$ cat config.mk
export PLATFORM = sky130hd
export DESIGN_NAME = vpmt_ctrl
export DESIGN_NICKNAME = d
export VERILOG_FILES = /design/src/rtl/vpmt_pkg.sv /design/src/rtl/vpmt_ctrl.sv
export SDC_FILE = /design/constraint.sdc
export NUM_CORES = 1
export LEC_CHECK = 0
export BUFFER_PORTS_ARGS = -buffer_cell sky130_fd_sc_hd__buf_2
export CORE_AREA = 2 2 39 41
export DETAILED_ROUTE_END_ITERATION = 8
export DIE_AREA = 0 0 41 43
export GPL_TIMING_DRIVEN = 1
export PLACE_DENSITY = 0.39
export SLEW_MARGIN = 30
export SYNTH_ARGS = -nofsm -noshare
export SYNTH_HDL_FRONTEND = slang
export SYNTH_SLANG_ARGS = --single-unit
$ cat constraint.sdc
create_clock -name clk -period 0.8 [get_ports clk]
set_input_delay 0.12 -clock clk [delete_from_list [all_inputs] [get_ports clk]]
set_output_delay 0.12 -clock clk [all_outputs]
set_load 0.01 [all_outputs]
$ cat src/rtl/vpmt_pkg.sv
package vpmt_pkg;

  localparam int SLOTS = 64;
  localparam int IDX_W = (SLOTS > 1) ? $clog2(SLOTS) : 1;
  localparam int CNT_W = $clog2(SLOTS + 1);
  localparam int ADDR_W = 64;

  localparam logic [1:0] OP_INSERT    = 2'd0;
  localparam logic [1:0] OP_PHYS_OF_V = 2'd1;
  localparam logic [1:0] OP_VIRT_OF_P = 2'd2;
  localparam logic [1:0] OP_SIZE_OF_V = 2'd3;

  typedef struct packed {
    logic load;
    logic inc_idx;
    logic set_hit;
    logic finish;
  } dp_cmd_t;

  typedef struct packed {
    logic count_zero;
    logic idx_last;
    logic match;
  } dp_stat_t;

endpackage

$ cat src/rtl/vpmt_ctrl.sv
module vpmt_ctrl (
  input  logic               clk,
  input  logic               rst,
  input  logic               start,
  output logic               busy,
  output vpmt_pkg::dp_cmd_t  cmd,
  input  vpmt_pkg::dp_stat_t stat
);
  import vpmt_pkg::*;

  localparam logic [1:0] S_IDLE = 2'd0;
  localparam logic [1:0] S_READ = 2'd1;
  localparam logic [1:0] S_CMP  = 2'd2;
  localparam logic [1:0] S_FIN  = 2'd3;

  logic [1:0] state, state_next;

  always_comb begin
    state_next = state;
    cmd        = '0;
    case (state)
      S_IDLE: begin
        if (start) begin
          cmd.load   = 1'b1;
          state_next = stat.count_zero ? S_FIN : S_READ;
        end
      end
      S_READ: state_next = S_CMP;
      S_CMP: begin
        if (stat.match) begin
          cmd.set_hit = 1'b1;
          state_next  = S_FIN;
        end else if (stat.idx_last) begin
          state_next = S_FIN;
        end else begin
          cmd.inc_idx = 1'b1;
          state_next  = S_READ;
        end
      end
      S_FIN: begin
        cmd.finish = 1'b1;
        state_next = S_IDLE;
      end
      default: state_next = S_IDLE;
    endcase
  end

  always_ff @(posedge clk) begin
    if (rst) begin
      state <= S_IDLE;
    end else begin
      state <= state_next;
    end
  end

  assign busy = (state != S_IDLE);

  a_fin_once: assert property (@(posedge clk) disable iff (rst)
    state == S_FIN |=> state == S_IDLE) else $error("finish not followed by idle");
  a_start_busy: assert property (@(posedge clk) disable iff (rst)
    start && !busy |=> busy) else $error("request taken but not busy");
  a_cmd_excl: assert property (@(posedge clk) disable iff (rst)
    $onehot0({cmd.load, cmd.inc_idx, cmd.set_hit, cmd.finish}))
    else $error("conflicting datapath commands");

endmodule

# Yosys cells after proc, flatten, opt, wreduce, memory -nomap -nowiden
# Index checks and enable logic that the tools add are counted.
# totals
inputBits	6
register_bits	2
# op_classes
n_reduce_logical	2
eq_ne	4
n_mux	12
# op_table
operator	n
$mux W2	5
$pmux W2 S4	1
$mux W1	6
$eq A2 B2 Y1 const B	2
$eq A2 B1 Y1 const B	1
$logic_not A2 Y1	1
$ne A2 B2 Y1 const B	1
$reduce_bool A2 Y1	1

# Longest topological paths before layout
# logic_depth
ltp_word	3
depth_mapped	2
depth_no_buf	2

# Worst setup path before layout
# No wires, ideal clock.
# synth_timing
path_type	register -> output
startpoint	register state[1]
endpoint	output cmd[3] (netlist bit)
arrival_time_ps	774
setup_slack_ps	-94
n_path_buf	0
stages_incl_launch_ff	3
path_cell_list	dfxtp_1 -> or2_1 -> nor2_1
# synth_lines
item	line	rtl
start: declaration	vpmt_ctrl.sv:16	logic [1:0] state, state_next;
start signal: assignment	vpmt_ctrl.sv:52	state <= state_next;
end: declaration	vpmt_ctrl.sv:6	output vpmt_pkg::dp_cmd_t cmd,

==> results.yml <==
die:
  rows: 14
  coreArea_mm2: 0.00138
  fp.dieH_um: 43
  die_area_mm2: 0.00176
  pin_count: 11
  die_w_um: 41
  initial_utilization_pct: 9.13
clocking:
  clk_latency_ps: 230
  cts_tree: "done"
  cts_max_level: 1
  clock-sinks: 2
  clock_path_buffers: 2
  cts_root_buffer: "clkbuf_4"
  numCtsBuffers: 3
  path_clk_slew_ps: 30
cells_and_area:
  drive_gt1_share_pct: 78.1
  area_growth_pct: 120
  nets: 40
  largest_reg_flops: 2
  antennaDiodeCount: 0
  fillCellCount: 159
  top_register: "state"
  top_regs: "state (2)"
worst_setup_path:
  crit_fanout: 4
  cp-start-kind: "flop"
  critPathKind: "reg -> out"
  crit_arrival_ps: 980
  worstPathRequired_ps: 680
  worstSetupEndpointType: "output pin"
global_route:
  grt_pass1_wl_um: 662
  grt_pass1_vias: 165
  grt.busiest_layer: "met1"
  grt_use_met1_pct: 7.64
  use_met2_pct: 5.63
  use_met3_pct: 7.33
  grt_max_degree: 5
  grt.overflow.total: 0
  antenna_found_initial: 0
  gr-usage-all-layers_pct: 5.91
synthesis:
  synthCells: 16
  syn-cell-area_um2: 126
  avgSynthCellArea_um2: 7.90
  synth_fp_nets: 22
  synth_seq_area_share_pct: 31.7
  yosysWarnings: 0
  synth-seq-cells: 2
  ys_types: 9
drt:
  wire_per_inst_um: 8.08
  remaining_drc_errors: 0
  drtPass1Iterations: 4
  drt_iter0_markers: 4
  vias: 153
  viasPerCell: 3.19
  ant_nets: 0
  routed_wl_um: 388
timing:
  finalClockSkew_ps: 6.22
  finalCritPeriodShare_pct: 138
  hold_viol: 0
  slew_headroom_pct: 88.2
  setup_violations: 6
  worst_pin_slew_ps: 177
  drv_slew: 0
  setup_slack_ps: -302
  rsz0062_at_grt: "true"
  clock.fmax_mhz: 907
  finalCriticalPeriod_ps: 1100
  setup_tns_ps: -1450
pwr:
  pwr_density_cell_mw_per_mm2: 1860
  p_leak_nw: 0.136
  ir_worst_vdd_mv: 0.670
placement:
  place_ws_ps: -122
  gp_congestion: 0.600
  port_buffers: 10
outcome:
  violations: "setup timing"
  outcome: "complete, but fails checks"
worst_hold_path:
  holdCritPathClass: "in -> reg"
flow_run:
  maxCapViolCount: 0
## logic make-up (layout without fill, tap and decap cells)
| group | count (synthesis) | count (layout) | share of synthesized area [%] |
|---|---|---|---|
| AOI/OAI and AO/OA | 2 | 2 | 16.8 |
| DFF | 2 | 2 | 31.7 |
| and+or+nand+nor | 10 | 10 | 45.5 |
| buffers and inverters | 2 | 18 | 5.94 |
## critical path: stages, from the launching register on
cell and delay (ps):
dfxtp_4 350, or2_4 240, nor2_4 80, buf_6 100
## repair_timing
item / 4_1_cts / 5_1_grt
gates resized for setup: 5 / 2
endpoints found under the hold margin: 0 / 0
endpoints found under the setup margin: 6 / 6
hold buffers: 0 / 0
pin swaps: 0 / 2
buffers inserted: 0 / 1
## cells in the mapped netlist (all sizes together)
library cell | n | share of area, %
a21oi | 1 | 4.0
and2 | 1 | 5.0
dfxtp | 2 | 32
inv | 2 | 5.9
nand2b | 1 | 11
nor2 | 4 | 12
nor3 | 2 | 7.9
o32ai | 1 | 13
or2 | 2 | 9.9
## layout by cell type, fill, tap and decap left out, types with 2 or more instances in the layout
cell / synthesis / layout
buf_4: 0 / 2
buf_2: 0 / 9
nor2_1: 4 / 2
clkbuf_4: 0 / 3
inv_1: 2 / 2
buf_6: 0 / 2
## where the power goes
group	total (mW)	switching [mW]	internal (mW)
clock network	0.224	0.0584	0.166
logic	0.164	0.0701	0.0943
registers	0.127	0.0129	0.114
total	0.516	0.141	0.374
## routing by layer
metal	wire (µm)	vias to the layer above
met5	0	-
met4	0	0
met3	88	0
met2	108	13
met1	192	55
li1	-	85
## stage by stage
step | hold slack [ps] | power [mW] | cells | area, µm² | util (%)
detailed placement | 332 | 0.266 | 44 | 226 | 16.4
global placement | 349 | 0.268 | 44 | 226 | 16.4
CTS | 78.2 | 0.522 | 47 | 264 | 19.1
floorplan | 197 | 0.205 | 16 | 141 | -
finish | 93.8 | 0.516 | 48 | 278 | 20.1
global route | 89.3 | 0.565 | 48 | 278 | 20.1
## final timing paths
path | end | slack [ps] | from | cells past startpoint
worst max-delay path | cmd[3] | -300 | state[1] | 3
worst min-delay path | state[0] | 90 | rst | 2
worst max register to register | state[1] | -120 | state[0] | 3
worst min register to register | state[0] | 530 | state[0] | 2
## layout make-up
type                            count  area (µm²)  share of cell area [%]
Sequential cell                     2        45.0                    16.2
Timing Repair Buffer               13        82.6                    29.7
Tap cell                           16        20.0                    7.21
Multi-Input combinational cell     12         100                    36.0
Inverter                            2        7.51                    2.70
Clock buffer                        3        22.5                    8.11
(Power assumes the default switching activity.)
